--- src/twpsm_pkg.sv ---
// Package with shared types and constants for the three-wire panel serial master.
`timescale 1ns / 1ps
`default_nettype none
package twpsm_pkg;

    localparam int DEF_WORD_BITS      = 16;
    localparam int DEF_READ_ADDR_BITS = 5;
    localparam int DEF_READ_DATA_BITS = 11;

    localparam int TICK_W  = 16;
    localparam int CMD_W   = 16;
    localparam int RVAL_W  = 11;

    localparam logic CFG_HALF_PERIOD = 1'b0;
    localparam logic CFG_END_HOLD    = 1'b1;

    localparam logic [TICK_W-1:0] HALF_PERIOD_RESET = 16'd20;
    localparam logic [TICK_W-1:0] END_HOLD_RESET    = 16'd20;

    typedef struct packed {
        logic              start_req;
        logic              kind;
        logic [CMD_W-1:0]  command;
        logic              sdi;
    } t_in_req;

    typedef struct packed {
        logic              sclk;
        logic              sdo;
        logic              sdo_enable;
        logic              csn;
        logic              busy_res;
        logic              done_res;
        logic [RVAL_W-1:0] read_value;
    } t_out_res;

    typedef struct packed {
        logic [TICK_W-1:0] half_period_ticks;
        logic [TICK_W-1:0] end_hold_ticks;
    } t_cfg;

endpackage
`default_nettype wire

--- src/twpsm_core.sv ---
// Per-tick state update of the serial master: phase sequencer, shifters and pin levels.
`timescale 1ns / 1ps
`default_nettype none
module twpsm_core
    import twpsm_pkg::*;
#(
    parameter int WORD_BITS      = DEF_WORD_BITS,
    parameter int READ_ADDR_BITS = DEF_READ_ADDR_BITS,
    parameter int READ_DATA_BITS = DEF_READ_DATA_BITS
) (
    input  wire logic     i_clk,
    input  wire logic     i_rst_n,
    input  wire logic     i_step,
    input  wire t_in_req  i_req,
    input  wire t_cfg     i_cfg,
    output t_out_res      o_res
);

    localparam int TOTAL_MAX = (WORD_BITS > READ_ADDR_BITS + READ_DATA_BITS) ?
                               WORD_BITS : READ_ADDR_BITS + READ_DATA_BITS;
    localparam int BIT_W = $clog2(TOTAL_MAX);
    localparam int CNT_W = BIT_W + 1;
    localparam int FLAG_POS = (READ_ADDR_BITS < WORD_BITS) ? WORD_BITS - READ_ADDR_BITS : 0;
    localparam logic [WORD_BITS-1:0] READ_FLAG = (READ_ADDR_BITS < WORD_BITS) ?
                               (WORD_BITS'(1) << FLAG_POS) : '0;

    localparam logic [2:0] PH_IDLE  = 3'd0;
    localparam logic [2:0] PH_SETUP = 3'd1;
    localparam logic [2:0] PH_LOW   = 3'd2;
    localparam logic [2:0] PH_HIGH  = 3'd3;
    localparam logic [2:0] PH_HOLD  = 3'd4;

    logic [2:0]                r_phase, n_phase;
    logic [TICK_W-1:0]         r_tick, n_tick;
    logic [BIT_W-1:0]          r_bit, n_bit;
    logic [WORD_BITS-1:0]      r_out_shift, n_out_shift;
    logic [READ_DATA_BITS-1:0] r_in_shift, n_in_shift;
    logic                      r_read_mode, n_read_mode;
    logic                      r_clk_lvl, n_clk_lvl;
    logic                      r_data_lvl, n_data_lvl;
    logic                      r_sel_lvl, n_sel_lvl;

    logic [TICK_W-1:0]  w_half_lim, w_hold_lim;
    logic [TICK_W:0]    w_tick_inc;
    logic               w_half_end, w_hold_end;
    logic [CNT_W-1:0]   w_bit_ext, w_bit_inc, w_total;
    logic               w_addr_part;
    logic [READ_DATA_BITS+RVAL_W-1:0] w_in_wide;
    logic [WORD_BITS+CMD_W-1:0]       w_cmd_wide;
    logic               w_done;
    logic [RVAL_W-1:0]  w_rv;
    logic               w_enable;

    assign w_half_lim = (i_cfg.half_period_ticks == '0) ? TICK_W'(1) : i_cfg.half_period_ticks;
    assign w_hold_lim = (i_cfg.end_hold_ticks == '0) ? TICK_W'(1) : i_cfg.end_hold_ticks;
    assign w_tick_inc = {1'b0, r_tick} + (TICK_W + 1)'(1);
    assign w_half_end = w_tick_inc >= {1'b0, w_half_lim};
    assign w_hold_end = w_tick_inc >= {1'b0, w_hold_lim};
    assign w_bit_ext  = {1'b0, r_bit};
    assign w_bit_inc  = w_bit_ext + CNT_W'(1);
    assign w_total    = r_read_mode ? CNT_W'(READ_ADDR_BITS + READ_DATA_BITS) : CNT_W'(WORD_BITS);
    assign w_addr_part = w_bit_ext < CNT_W'(READ_ADDR_BITS);
    assign w_in_wide  = (READ_DATA_BITS + RVAL_W)'(r_in_shift);
    assign w_cmd_wide = (WORD_BITS + CMD_W)'(i_req.command);

    always_comb begin
        n_phase     = r_phase;
        n_tick      = r_tick;
        n_bit       = r_bit;
        n_out_shift = r_out_shift;
        n_in_shift  = r_in_shift;
        n_read_mode = r_read_mode;
        n_clk_lvl   = r_clk_lvl;
        n_data_lvl  = r_data_lvl;
        n_sel_lvl   = r_sel_lvl;
        w_done      = 1'b0;
        w_rv        = '0;
        unique case (r_phase)
            PH_SETUP: begin
                if (w_half_end) begin
                    n_tick    = '0;
                    n_phase   = PH_LOW;
                    n_clk_lvl = 1'b0;
                end else begin
                    n_tick = w_tick_inc[TICK_W-1:0];
                end
            end
            PH_LOW: begin
                if (w_half_end) begin
                    n_tick = '0;
                    if (!r_read_mode || w_addr_part) begin
                        n_data_lvl  = r_out_shift[WORD_BITS-1];
                        n_out_shift = r_out_shift << 1;
                    end else begin
                        n_in_shift = (r_in_shift << 1) | READ_DATA_BITS'(i_req.sdi);
                    end
                    n_phase   = PH_HIGH;
                    n_clk_lvl = 1'b1;
                end else begin
                    n_tick = w_tick_inc[TICK_W-1:0];
                end
            end
            PH_HIGH: begin
                if (w_half_end) begin
                    n_tick = '0;
                    if (w_bit_inc >= w_total) begin
                        n_phase   = PH_HOLD;
                        n_sel_lvl = 1'b1;
                        w_done    = 1'b1;
                        w_rv      = r_read_mode ? w_in_wide[RVAL_W-1:0] : '0;
                    end else begin
                        n_bit     = w_bit_inc[BIT_W-1:0];
                        n_phase   = PH_LOW;
                        n_clk_lvl = 1'b0;
                    end
                end else begin
                    n_tick = w_tick_inc[TICK_W-1:0];
                end
            end
            PH_HOLD: begin
                if (w_hold_end) begin
                    n_tick  = '0;
                    n_phase = PH_IDLE;
                end else begin
                    n_tick = w_tick_inc[TICK_W-1:0];
                end
            end
            default: begin
                n_phase = PH_IDLE;
                if (i_req.start_req) begin
                    n_read_mode = i_req.kind;
                    n_out_shift = w_cmd_wide[WORD_BITS-1:0] | (i_req.kind ? READ_FLAG : '0);
                    n_in_shift  = '0;
                    n_bit       = '0;
                    n_tick      = '0;
                    n_clk_lvl   = 1'b1;
                    n_sel_lvl   = 1'b0;
                    n_phase     = PH_SETUP;
                end
            end
        endcase
    end

    assign w_enable = !(n_read_mode && ({1'b0, n_bit} >= CNT_W'(READ_ADDR_BITS)) &&
                        (n_phase == PH_LOW || n_phase == PH_HIGH || n_phase == PH_HOLD));

    always_comb begin
        o_res.sclk       = n_clk_lvl;
        o_res.sdo        = w_enable & n_data_lvl;
        o_res.sdo_enable = w_enable;
        o_res.csn        = n_sel_lvl;
        o_res.busy_res   = n_phase != PH_IDLE;
        o_res.done_res   = w_done;
        o_res.read_value = w_rv;
    end

    always_ff @(posedge i_clk) begin
        if (!i_rst_n) begin
            r_phase     <= PH_IDLE;
            r_tick      <= '0;
            r_bit       <= '0;
            r_out_shift <= '0;
            r_in_shift  <= '0;
            r_read_mode <= 1'b0;
            r_clk_lvl   <= 1'b1;
            r_data_lvl  <= 1'b0;
            r_sel_lvl   <= 1'b1;
        end else if (i_step) begin
            r_phase     <= n_phase;
            r_tick      <= n_tick;
            r_bit       <= n_bit;
            r_out_shift <= n_out_shift;
            r_in_shift  <= n_in_shift;
            r_read_mode <= n_read_mode;
            r_clk_lvl   <= n_clk_lvl;
            r_data_lvl  <= n_data_lvl;
            r_sel_lvl   <= n_sel_lvl;
        end
    end

endmodule
`default_nettype wire

--- src/three_wire_panel_serial_master.sv ---
// Top level of the three-wire panel serial master with configuration and result register.
// Each request is one clock tick of the serial master, and a new request is taken in every
// cycle, also while the previous result waits, as long as the result register is free or
// being read in that cycle. The response to a request is held in the result register
// and appears in the cycle after acceptance. Pin timing is set by the half period and
// end hold registers, counted in requests; a value of zero acts as one. A write frame
// covers one setup half period, two half periods per bit and the end hold; a read frame
// sends the address bits and then samples the data bits on the last low tick of each bit.
`timescale 1ns / 1ps
`default_nettype none
module three_wire_panel_serial_master
    import twpsm_pkg::*;
#(
    parameter int WORD_BITS      = DEF_WORD_BITS,
    parameter int READ_ADDR_BITS = DEF_READ_ADDR_BITS,
    parameter int READ_DATA_BITS = DEF_READ_DATA_BITS
) (
    input  wire logic              i_clk,
    input  wire logic              i_rst_n,
    input  wire logic              i_in_valid,
    output logic                   o_in_ready,
    input  wire t_in_req           i_in,
    output logic                   o_out_valid,
    input  wire logic              i_out_ready,
    output t_out_res               o_out,
    input  wire logic              i_cfg_we,
    input  wire logic              i_cfg_index,
    input  wire logic [TICK_W-1:0] i_cfg_data
);

    logic     w_accept;
    t_cfg     r_cfg;
    t_out_res w_res;
    t_out_res r_out;
    logic     r_out_valid;

    assign o_in_ready = !r_out_valid || i_out_ready;
    assign w_accept   = i_in_valid && o_in_ready;

    always_ff @(posedge i_clk) begin
        if (!i_rst_n) begin
            r_cfg.half_period_ticks <= HALF_PERIOD_RESET;
            r_cfg.end_hold_ticks    <= END_HOLD_RESET;
        end else if (i_cfg_we) begin
            unique case (i_cfg_index)
                CFG_HALF_PERIOD: r_cfg.half_period_ticks <= i_cfg_data;
                CFG_END_HOLD:    r_cfg.end_hold_ticks    <= i_cfg_data;
                default:         r_cfg                   <= r_cfg;
            endcase
        end
    end

    twpsm_core #(
        .WORD_BITS      (WORD_BITS),
        .READ_ADDR_BITS (READ_ADDR_BITS),
        .READ_DATA_BITS (READ_DATA_BITS)
    ) u_core (
        .i_clk   (i_clk),
        .i_rst_n (i_rst_n),
        .i_step  (w_accept),
        .i_req   (i_in),
        .i_cfg   (r_cfg),
        .o_res   (w_res)
    );

    always_ff @(posedge i_clk) begin
        if (!i_rst_n) begin
            r_out_valid <= 1'b0;
        end else if (w_accept) begin
            r_out_valid <= 1'b1;
        end else if (i_out_ready) begin
            r_out_valid <= 1'b0;
        end
    end

    always_ff @(posedge i_clk) begin
        if (w_accept) begin
            r_out <= w_res;
        end
    end

    assign o_out_valid = r_out_valid;
    assign o_out       = r_out;

endmodule
`default_nettype wire

--- config.mk ---
export PLATFORM = sky130hd
export DESIGN_NAME = three_wire_panel_serial_master
export DESIGN_NICKNAME = d
export VERILOG_FILES = /design/src/twpsm_pkg.sv /design/src/twpsm_core.sv /design/src/three_wire_panel_serial_master.sv
export SDC_FILE = /design/constraint.sdc
export NUM_CORES = 1
export LEC_CHECK = 0
export BUFFER_PORTS_ARGS = -buffer_cell sky130_fd_sc_hd__buf_2
export CAP_MARGIN = 5
export CELL_PAD_IN_SITES_DETAIL_PLACEMENT = 1
export CELL_PAD_IN_SITES_GLOBAL_PLACEMENT = 2
export CORE_ASPECT_RATIO = 0.9
export CORE_UTILIZATION = 38
export CTS_CLUSTER_SIZE = 14
export DETAILED_ROUTE_END_ITERATION = 12
export PLACE_DENSITY_LB_ADDON = 0.12
export SETUP_SLACK_MARGIN = 0.2
export SLEW_MARGIN = 20
export SYNTH_ARGS = -nofsm -noshare
export SYNTH_HDL_FRONTEND = slang
export SYNTH_SLANG_ARGS = --single-unit
--- constraint.sdc ---
create_clock -name i_clk -period 5.3 [get_ports i_clk]
set_clock_uncertainty 0.05 [all_clocks]
set_input_delay 0.53 -clock i_clk [delete_from_list [all_inputs] [get_ports i_clk]]
set_output_delay 0.53 -clock i_clk [all_outputs]
set_load 0.01 [all_outputs]
=== Word-level counts from Yosys, hierarchy flattened ===
Index checks and enable logic that the tools add are counted.
W data, S select, Z words.

* Register bits: 104
* Input bits: 41
* Output and inout bits: 19
* Logic and storage cells: 112

* Add/sub/neg operators: 2
* Magnitude comparators: 5
* Equality and inequality tests: 10
* Multiplexer cells: 44
* Bitwise operators: 5
* Reductions and logical operators: 27

{| class="wikitable"
|+ Operator list
! kind !! count
|-
| $mux W16 || 8
|-
| $pmux W16 S2 || 2
|-
| $ge A17 B16 Y1 || 2
|-
| $mux W11 || 3
|-
| $logic_not A16 Y1 || 2
|-
| $pmux W11 S2 || 1
|-
| $add A16 B1 Y17 const B || 1
|-
| $mux W1 || 17
|-
| $or A16 B16 Y16 || 1
|-
| $mux W3 || 5
|-
| $eq A3 B2 Y1 const B || 4
|-
| $mux W12 || 1
|-
| $mux W4 || 3
|-
| $pmux W3 S4 || 1
|-
| $or A11 B1 Y11 || 1
|-
| $reduce_and A5 Y1 || 2
|-
| $reduce_or A3 Y1 || 3
|-
| $pmux W4 S2 || 1
|-
| $reduce_and A2 Y1 || 4
|-
| $eq A3 B3 Y1 const B || 2
|-
| $reduce_bool A3 Y1 || 2
|-
| $add A4 B1 Y5 const B || 1
|-
| $ge A5 B5 Y1 const B || 1
|-
| $ge A4 B3 Y1 const B || 1
|-
| 14 further kinds || 24
|}

=== Logic depth before layout (Yosys ltp) ===
Gate-level depths: netlist of run 1.

* Depth after elaboration: 11
* Depth in mapped cells: 16
* Depth with buffers taken out: 15

=== Cells and area by module ===
A second synthesis of run 1 with hierarchy kept.

* Cells, all modules: 633
* Area, all modules: 5703.0 um^2

{| class="wikitable"
|+ Modules (own cells, without submodules)
! module !! times used !! cells each !! area each (um^2) !! sequential area each (um^2)
|-
| twpsm_core || 1 || 486 || 3911.3 || 1081.0
|-
| three_wire_panel_serial_master || 1 || 147 || 1791.7 || 1171.1
|}

=== Least setup slack after synthesis of run 1 ===
No wires, ideal clock.

* Path type: register to register
* From: register u_core.r_tick[0]
* To: register r_out (netlist bit o_out[15]) (data pin)
* Setup time: 0.261 ns
* Data arrival time: 3.304 ns
* Required time: 4.989 ns
* Path slack: 1.686 ns
* Stages on the path, launching flop included: 16
* Buffers on the path: 0
* Period minus slack after synthesis: 3.614 ns
* Cells stage by stage: dfxtp_1 -> ha_1 -> nand3_1 -> or2_1 -> nor2_1 -> nand3_1 -> xnor2_1 -> ha_1 -> a21o_1 -> a2111oi_0 -> o31a_1 -> o21a_1 -> o31a_1 -> o21ai_0 -> a211o_1 -> o311a_1

{| class="wikitable"
|+ RTL lines
! what !! line !! text
|-
| start: declaration || twpsm_core.sv:34 || <nowiki>logic [TICK_W-1:0] r_tick, n_tick;</nowiki>
|-
| start signal: assignment || twpsm_core.sv:170 || <nowiki>r_tick <= n_tick;</nowiki>
|-
| end signal: assignment || three_wire_panel_serial_master.sv:78 || <nowiki>r_out <= w_res;</nowiki>
|-
| end: declaration || three_wire_panel_serial_master.sv:34 || <nowiki>t_out_res r_out;</nowiki>
|}

==> results of run 1 <==
==> kinds of logic (layout without fill, tap and decap cells) <==
group           after synthesis  in the layout  share of synthesized area [%]
simple gates                264            264                           22.6
compound gates              145            145                           18.5
flops                       104            104                           42.2
buf+inv                      71            121                           5.25
fa+ha+maj                    36             36                           8.39
xor+xnor                     15             15                           2.46
mux                           3              3                          0.610
==> cells in the mapped netlist, types with 3 or more instances <==
cell type	n
edfxtp_1	17
a22o_1	11
nor2b_1	6
ha_1	35
a31oi_1	4
nand3_1	9
nand2_1	140
and2_1	3
nor2_1	41
a211oi_1	4
clkbuf_1	22
a21o_1	5
dfxtp_1	87
nand4_1	13
xnor2_1	8
o21ai_0	18
o211ai_1	6
nor4_1	7
inv_1	43
a21oi_1	51
nand2b_1	18
and3_1	13
and4_1	3
xor2_1	7
o31a_1	5
nor3_1	5
a311oi_1	16
==> worst max-delay path: stages, from the launching register on <==
cell and delay, ns:
dfxtp_1 0.47, ha_1 0.24, nand3_1 0.23, or2_1 0.36
nor2_1 0.18, nand3_1 0.11, xnor2_1 0.31, ha_1 0.30
a21o_1 0.15, a2111oi_0 0.50, o31a_1 0.21, o21a_1 0.12
o31a_1 0.24, o21ai_0 0.20, a211o_1 0.28, o311a_1 0.13
==> worst paths after layout <==
kind	start	to	slack, ns	depth (start not counted)
max	u_core.r_tick[0]	o_out[15]	0.96	15
min	i_in[0]	u_core.r_in_shift[0]	0.35	2
max reg2reg	u_core.r_tick[0]	o_out[15]	0.96	15
min reg2reg	u_core.r_sel_lvl	u_core.r_sel_lvl	0.42	2
==> cells in the final DEF (no fill, tap or decap), types with 7 or more instances in the layout <==
master,count
nand2_1,140
dfxtp_1,87
buf_2,59
nor4_1,7
inv_1,42
xnor2_1,8
and3_1,13
nand2b_1,18
edfxtp_1,17
a21oi_1,51
nand3_1,9
xor2_1,7
ha_1,35
clkbuf_16,9
a22o_1,11
nand4_1,13
o21ai_0,18
a311oi_1,16
nor2_1,40
==> final cells by class <==
class | count | area (um^2)
clock buffer | 12 | 260
fill | 1638 | 7470
inverter | 43 | 161
clock inverter | 4 | 35.0
multi-input combinational | 463 | 2810
sequential | 104 | 2250
timing repair buffer | 62 | 318
tap | 168 | 210
==> report_power, final <==
group	internal, mW	switching [mW]	total (mW)
Combinational	0.0679	0.108	0.176
Clock	0.356	0.309	0.665
Sequential	0.835	0.0258	0.861
Total	1.26	0.442	1.70
==> state kept, by name, summed over array words and instances, names as in the netlist, 3 cells and up <==
register and cells:
u_core.r_phase 3, u_core.r_in_shift 11, o_out 17, u_core.r_out_shift 16, u_core.r_tick 16, r_cfg 32, u_core.r_bit 4
==> routing by layer <==
metal | global-route usage, % | routed length, um | up-vias
met5 | 0 | 0 | -
met4 | 7.22 | 236 | 0
met3 | 3.93 | 449 | 18
met2 | 32.4 | 5950 | 82
met1 | 29.7 | 7530 | 2197
li1 | - | - | 2323
==> out/results.md, run 1 <==
| Stage | Result | This run |
|---|---|---|
| run status | Outcome | completed |
| place | Routability congestion estimate from global placement | 0.819 |
| timing | Final-report setup violation count | 0 |
| logic synthesis | Share of Yosys cell area claimed by the top area cell type | 32.6% |
| clock tree | CTS Root Buffer Type | clkbuf_16 |
| power and ir drop | Worst vdd rail ir drop | 0.000237 V |
| logic synthesis | Most used flip-flop cell after synthesis | dfxtp_1 |
| power and ir drop | Total power per unit cell area | 282 nW/um^2 |
| timing | Final-layout worst hold slack | 0.354 ns |
| grt | First-pass GRT wire length | 23,800 um |
| die | Die outline area | 14,500 um^2 |
| logic synthesis | Synthesized netlist net count | 714 |
| die | Row cnt | 40 |
| grt | Maximum number of pins on one net before global-route repair | 58 |
| finish | Final core utilization | 44.7% |
| grt | Total GRT Usage | 21.1% |
| clock tree | Number of setup buffers added after CTS | 0 |
| die | Number of ports placed on the die boundary | 60 |
| clock tree | Clock edge transition at the registers on the reported setup and hold paths | 0.07 ns |
| grt | Overall overflow remaining after global route | 0 |
| drt | Antenna Violating Nets Remaining | 0 |
| power and ir drop | Overall Power | 1.70 mW |
| worst setup path | Data required time at the worst endpoint | 5.36 ns |
| die | Die Y-Extent | 114 um |
| place | Worst setup slack before clock tree synthesis | 1.03 ns |
| logic synthesis | Gate count of the mapped netlist | 638 |
| grt | Vias in the first global route | 4,680 |
| place | Total instance count after detailed placement | 840 |
| logic synthesis | Distinct cell type count of the synthesized netlist | 58 |
| timing | Final worst path period need | 4.34 ns |
| timing | Max Transition Viols Final | 0 |
| clock tree | Cts-stage hold buffer count | 0 |
| drt | Vias/cell | 5.40 |
| drt | Detailed-route DRC error count | 0 |
| clock tree | Number of sinks driven by the clock tree | 104 |
| worst setup path | CP arrival | 4.39 ns |
| clock tree | Number of levels in the clock H-tree | 3 |
| logic synthesis | Async set-or-reset flop fraction in the synthesized netlist | 0% |
| place | IO buf count | 59 |
| finish | Fraction of layout cells with a size suffix above 1 | 13.2% |
| timing | Worst slew margin | 27.0% |
| drt | Total iterations of the first detailed-routing run | 4 |
| logic synthesis | Post-synth design cell area | 5340 um^2 |
| timing | Aggregate negative setup slack | 0 ns |
| logic synthesis | Flip-flop and latch count after synthesis | 104 |
| logic synthesis | Yosys warning total | 0 |
| drt | Final routed wire length divided by cell count | 16.5 um |
| place | Area after DPL | 5750 um^2 |
| worst setup path | Worst-path fanout max | 7 |
| worst setup path | Critical setup path kind | flip-flop to flip-flop |
| drt | Number of vias after detailed routing | 4,620 |
| die | Core area | 13,500 um^2 |
| clock tree | CTS max path bufs | 2 |
| die | Die Span X | 127 um |
| finish | Number of standard cells in the final layout excluding fillers | 856 |
| timing | Final setup margin | 0.964 ns |
| clock tree | Cts bufs inserted | 9 |
| worst setup path | Worst setup EP type | flip-flop |
| die | Initial Utilization | 39.5% |
| finish | Area added between synthesis and finish | 13.2% |
| clock tree | Clock tree from TritonCTS | built |
| timing | Setup repair after global routing missed its margin | false |
| logic synthesis | Seq/Total Area, Yosys | 42.2% |
| clock tree | Cts repair resizes | 0 |
| finish | ANT cells | 0 |
| drt | Routed WL | 14,200 um |
| timing | Timing-limited maximum frequency | 0.231 GHz |
| timing | Final period utilization | 81.8% |
| grt | Antenna violations before repair | 0 |
| timing | Slew @ Worst Pin | 1.09 ns |
| power and ir drop | Leakage dissipation | 2.53 nW |
| timing | Number of hold violations in the final report | 0 |
| logic synthesis | Cells taking the most area after synthesis | dfxtp_1, nand2_1, edfxtp_1 |
| finish | Post-route design area | 6040 um^2 |
| drt | DRT iter0 DRCs | 248 |
| worst hold path | Hold WC Path Type | input pin to flip-flop |
| finish | NumNets Final | 759 |
| worst setup path | CP Launch Type | flip-flop |
| clock tree | Clock latency on the worst-skew pair | 0.36 ns |
| logic synthesis | Synthesized area per cell | 8.36 um^2 |
| run | Max Cap Violations | 0 |
| logic synthesis | Post-synth EDFFs | 17 |
| logic synthesis | Most area-hungry cell type in the Yosys netlist | dfxtp_1 |
| place | HPWL after DPL | 10,500 um |
(Power assumes the default switching activity.)
==> run 2, diff against run 1 <==
- CORE_UTILIZATION: 38 -> 35
- clock period: 5.3 -> 4.43 ns (I/O delays scaled with it)
==> run 2 against run 1 <==
Net effect:
- cell count increased by 3.9%
- via count fell by 0.26%
- largest cell class unchanged
- combinational power rose by 21%
- highest routed layer unchanged
- critical path type unchanged
- critical path depth is the same
==> out/results.md, run 2 (same netlist as run 1, synthesis figures left out) <==
| Stage | Result | This run | Change |
|---|---|---|---|
| run status | Outcome | completed | unchanged |
| worst setup path | Worst setup slack for register-to-register paths | 0.50 ns | was 0.96 ns |
| place | Area after DPL | 5810 um^2 | was 5750 um^2 |
| run | Max Cap Violations | 0 | unchanged |
| grt | Total GRT Usage | 19.4% | was 21.1% |
| finish | Fill cell instance count of the final layout | 1,795 | was 1,638 |
| clock tree | Clock tree from TritonCTS | built | unchanged |
| grt | Global Route met2 Usage | 29.9% | was 32.4% |
| grt | Overall overflow remaining after global route | 0 | unchanged |
| power and ir drop | Switching Fraction | 23.7% | was 26.0% |
| die | Die Span X | 132 um | was 127 um |
| power and ir drop | Total power per unit cell area | 347 nW/um^2 | was 282 nW/um^2 |
| finish | Flip-flop count of the largest register, all copies and words added | 32 | unchanged |
| clock tree | CTS Root Buffer Type | clkbuf_16 | unchanged |
| drt | Vias/cell | 5.18 | was 5.40 |
| worst setup path | FF-to-FF path depth | 15 | unchanged |
| clock tree | CTS max path bufs | 2 | unchanged |
| finish | Area added between synthesis and finish | 15.7% | was 13.2% |
| finish | ANT cells | 0 | unchanged |
| die | Core area | 14,800 um^2 | was 13,500 um^2 |
| place | IO buf count | 59 | unchanged |
| timing | Slew @ Worst Pin | 0.712 ns | was 1.09 ns |
| drt | Antenna Violating Nets Remaining | 0 | unchanged |
| worst setup path | Largest incremental delay on the critical path | 0.44 ns | was 0.50 ns |
| finish | Final core utilization | 41.7% | was 44.7% |
| timing | Setup repair after global routing missed its margin | false | unchanged |
| worst setup path | Total buffers and inverters traversed by the critical path | 0 | unchanged |
| grt | First-pass GRT wire length | 24,100 um | was 23,800 um |
| timing | Max Transition Viols Final | 0 | unchanged |
| die | Die Y-Extent | 119 um | was 114 um |
| drt | Total iterations of the first detailed-routing run | 4 | unchanged |
| place | HPWL after DPL | 10,600 um | was 10,500 um |
| drt | Number of vias after detailed routing | 4,608 | was 4,620 |
| worst hold path | Hold WC Path Type | input pin to flip-flop | unchanged |
| finish | Fraction of layout cells with a size suffix above 1 | 13.7% | was 13.2% |
| power and ir drop | Leakage dissipation | 2.57 nW | was 2.53 nW |
| worst setup path | Cell type of the slowest stage on the worst timing path | a2111oi_1 | was a2111oi_0 |
| worst setup path | CP Launch Type | flip-flop | unchanged |
| grt | Maximum number of pins on one net before global-route repair | 59 | was 58 |
| timing | Final period utilization | 88.8% | was 81.8% |
| power and ir drop | Comb pwr share | 9.9% | was 10.3% |
| timing | Aggregate negative setup slack | 0 ns | unchanged |
| finish | NumNets Final | 762 | was 759 |
| finish | Most frequent cells in the layout | nand2_1, dfxtp_1, buf_2 | unchanged |
| worst hold path | Sink of the worst hold path | u_core.r_in_shift[0] | unchanged |
| drt | Detailed-route DRC error count | 0 | unchanged |
| worst setup path | Reg-to-reg critical path startpoint | u_core.r_tick[0] | unchanged |
| drt | DRT iter0 DRCs | 190 | was 248 |
| worst setup path | Data required time at the worst endpoint | 4.48 ns | was 5.36 ns |
| power and ir drop | Worst vdd rail ir drop | 0.000192 V | was 0.000237 V |
| worst setup path | CP arrival | 3.98 ns | was 4.39 ns |
| power and ir drop | Clock network power share | 42.0% | was 39.1% |
| clock tree | Clock latency on the worst-skew pair | 0.35 ns | was 0.36 ns |
| clock tree | Number of setup buffers added after CTS | 0 | unchanged |
| timing | Number of hold violations in the final report | 0 | unchanged |
| worst setup path | Worst setup EP type | flip-flop | unchanged |
| worst setup path | Crit path launch | u_core.r_tick[0] | unchanged |
| die | Initial Utilization | 36.0% | was 39.5% |
| timing | Final worst path period need | 3.93 ns | was 4.34 ns |
| worst setup path | Cell Chain, Critical Path | ha_1 > nand3_2 > or2_1 > nor2_1 > nand3_1 > xnor2_2 > ha_1 > a21o_1 > a2111oi_1 > o31a_1 > o21a_1 > o31a_1 > o21ai_1 > a211o_1 > o311a_1 | was ha_1 > nand3_1 > or2_1 > nor2_1 > nand3_1 > xnor2_1 > ha_1 > a21o_1 > a2111oi_0 > o31a_1 > o21a_1 > o31a_1 > o21ai_0 > a211o_1 > o311a_1 |
| timing | Timing-limited maximum frequency | 0.254 GHz | was 0.231 GHz |
| power and ir drop | Internal portion of total power | 1.63 mW | was 1.26 mW |
| grt | Grt met3 use | 4.13% | was 3.93% |
| clock tree | Number of levels in the clock H-tree | 3 | unchanged |
| timing | Final-report setup violation count | 0 | unchanged |
| finish | Top reg by flops | r_cfg | unchanged |
| worst setup path | Worst-path fanout max | 7 | unchanged |
| grt | Antenna violations before repair | 0 | unchanged |
| clock tree | Clock edge transition at the registers on the reported setup and hold paths | 0.07 ns | about the same |
| die | Die outline area | 15,700 um^2 | was 14,500 um^2 |
| timing | Worst slew margin | 52.5% | was 27.0% |
| clock tree | Cts bufs inserted | 9 | unchanged |
| power and ir drop | Part of the power in registers | 48.1% | was 50.6% |
| worst setup path | Worst R2R End | o_out[15] | unchanged |
| drt | Final routed wire length divided by cell count | 16.2 um | was 16.5 um |
| grt | Most used routing layer in global routing | met2 | unchanged |
| worst setup path | Category of cells accounting for the largest share of critical-path delay | compound AO/OA/AOI/OAI gates | unchanged |
| grt | Global routing met1 resource utilization | 27.6% | was 29.7% |
| finish | Post-route design area | 6170 um^2 | was 6040 um^2 |
| die | Number of ports placed on the die boundary | 60 | unchanged |
| grt | Vias in the first global route | 4,645 | was 4,680 |
| power and ir drop | Psw | 0.509 mW | was 0.442 mW |
| worst hold path | Cells on Worst Hold Path | 2 | unchanged |
| finish | Most common cell after layout, fill and taps aside | nand2_1 | unchanged |
| clock tree | Number of sinks driven by the clock tree | 104 | unchanged |
| worst setup path | Critical setup path kind | flip-flop to flip-flop | unchanged |
| drt | Routed WL | 14,400 um | was 14,200 um |
| worst hold path | Origin of the worst min-delay path | i_in[0] | unchanged |
| place | Routability congestion estimate from global placement | 0.795 | was 0.819 |
| die | Row cnt | 42 | was 40 |
==> run 2: cell count changes in the layout (fill, tap and decap cells not counted), sizes merged <==
| cell | delta |
|---|---|
| inv | -2 |
| bufinv | +3 |
| clkbuf | -1 |
| buf | +3 |
==> run 2: metal layers <==
metal,vias to the layer above,routed length [um]
met4,0,136
met3,8,496
met5,-,0
li1,2321,-
met1,2214,7570
met2,65,6240
==> run 2: layout make-up <==
type,count,area [um^2],area share [%]
clock inverters,5,103,1.66
well taps,198,248,4.01
inverters,43,161,2.61
clock buffers,11,233,3.77
repair buffers,65,340,5.51
flip-flops and latches,104,2250,36.5
multi-input cells,463,2840,45.9
==> run 2: worst register-to-register path: stages, from the launching register on <==
cell and delay [ns]:
dfxtp_2 0.39, ha_1 0.22, nand3_2 0.15, or2_1 0.32, nor2_1 0.18, nand3_1 0.15, xnor2_2 0.19, ha_1 0.33
a21o_1 0.17, a2111oi_1 0.44, o31a_1 0.21, o21a_1 0.11, o31a_1 0.23, o21ai_1 0.16, a211o_1 0.27, o311a_1 0.13
==> run 2: worst max-delay path by stage <==
| stage | cells past startpoint | slack [ns] | end |
|---|---|---|---|
| after floorplan | 15 | 0.82 | o_out[15] |
| after global placement | 15 | 0.46 | o_out[15] |
| after detailed placement | 15 | 0.21 | o_out[15] |
| after CTS | 15 | 0.20 | o_out[15] |
| after global routing | 15 | 0.21 | u_core.r_tick[13] |
| final | 15 | 0.50 | o_out[15] |
==> run 2: repair_timing <==
item / in CTS / in global routing
endpoints found under the setup margin: 0 / 58
hold buffers: 0 / 0
gates resized for setup: 0 / 7
==> run 2: power by group through the flow <==
stage,Combinational (mW),Clock [mW],Sequential (mW)
2_1_floorplan,0.139,0,1.04
3_3_place_gp,0.206,0,1.05
3_5_place_dp,0.213,0,1.05
4_1_cts,0.214,0.930,1.03
5_1_grt,0.242,0.965,1.03
6_report,0.213,0.901,1.03
==> run 2: stage by stage <==
stage	power, mW	std cells	hold WS [ns]	worst slack [ns]
final	2.14	889	0.268	0.497
after global routing	2.24	889	0.278	0.208
after CTS	2.17	889	0.255	0.204
after detailed placement	1.26	873	0.408	0.211
after global placement	1.26	873	0.402	0.463
after floorplan	1.18	638	0.383	0.816
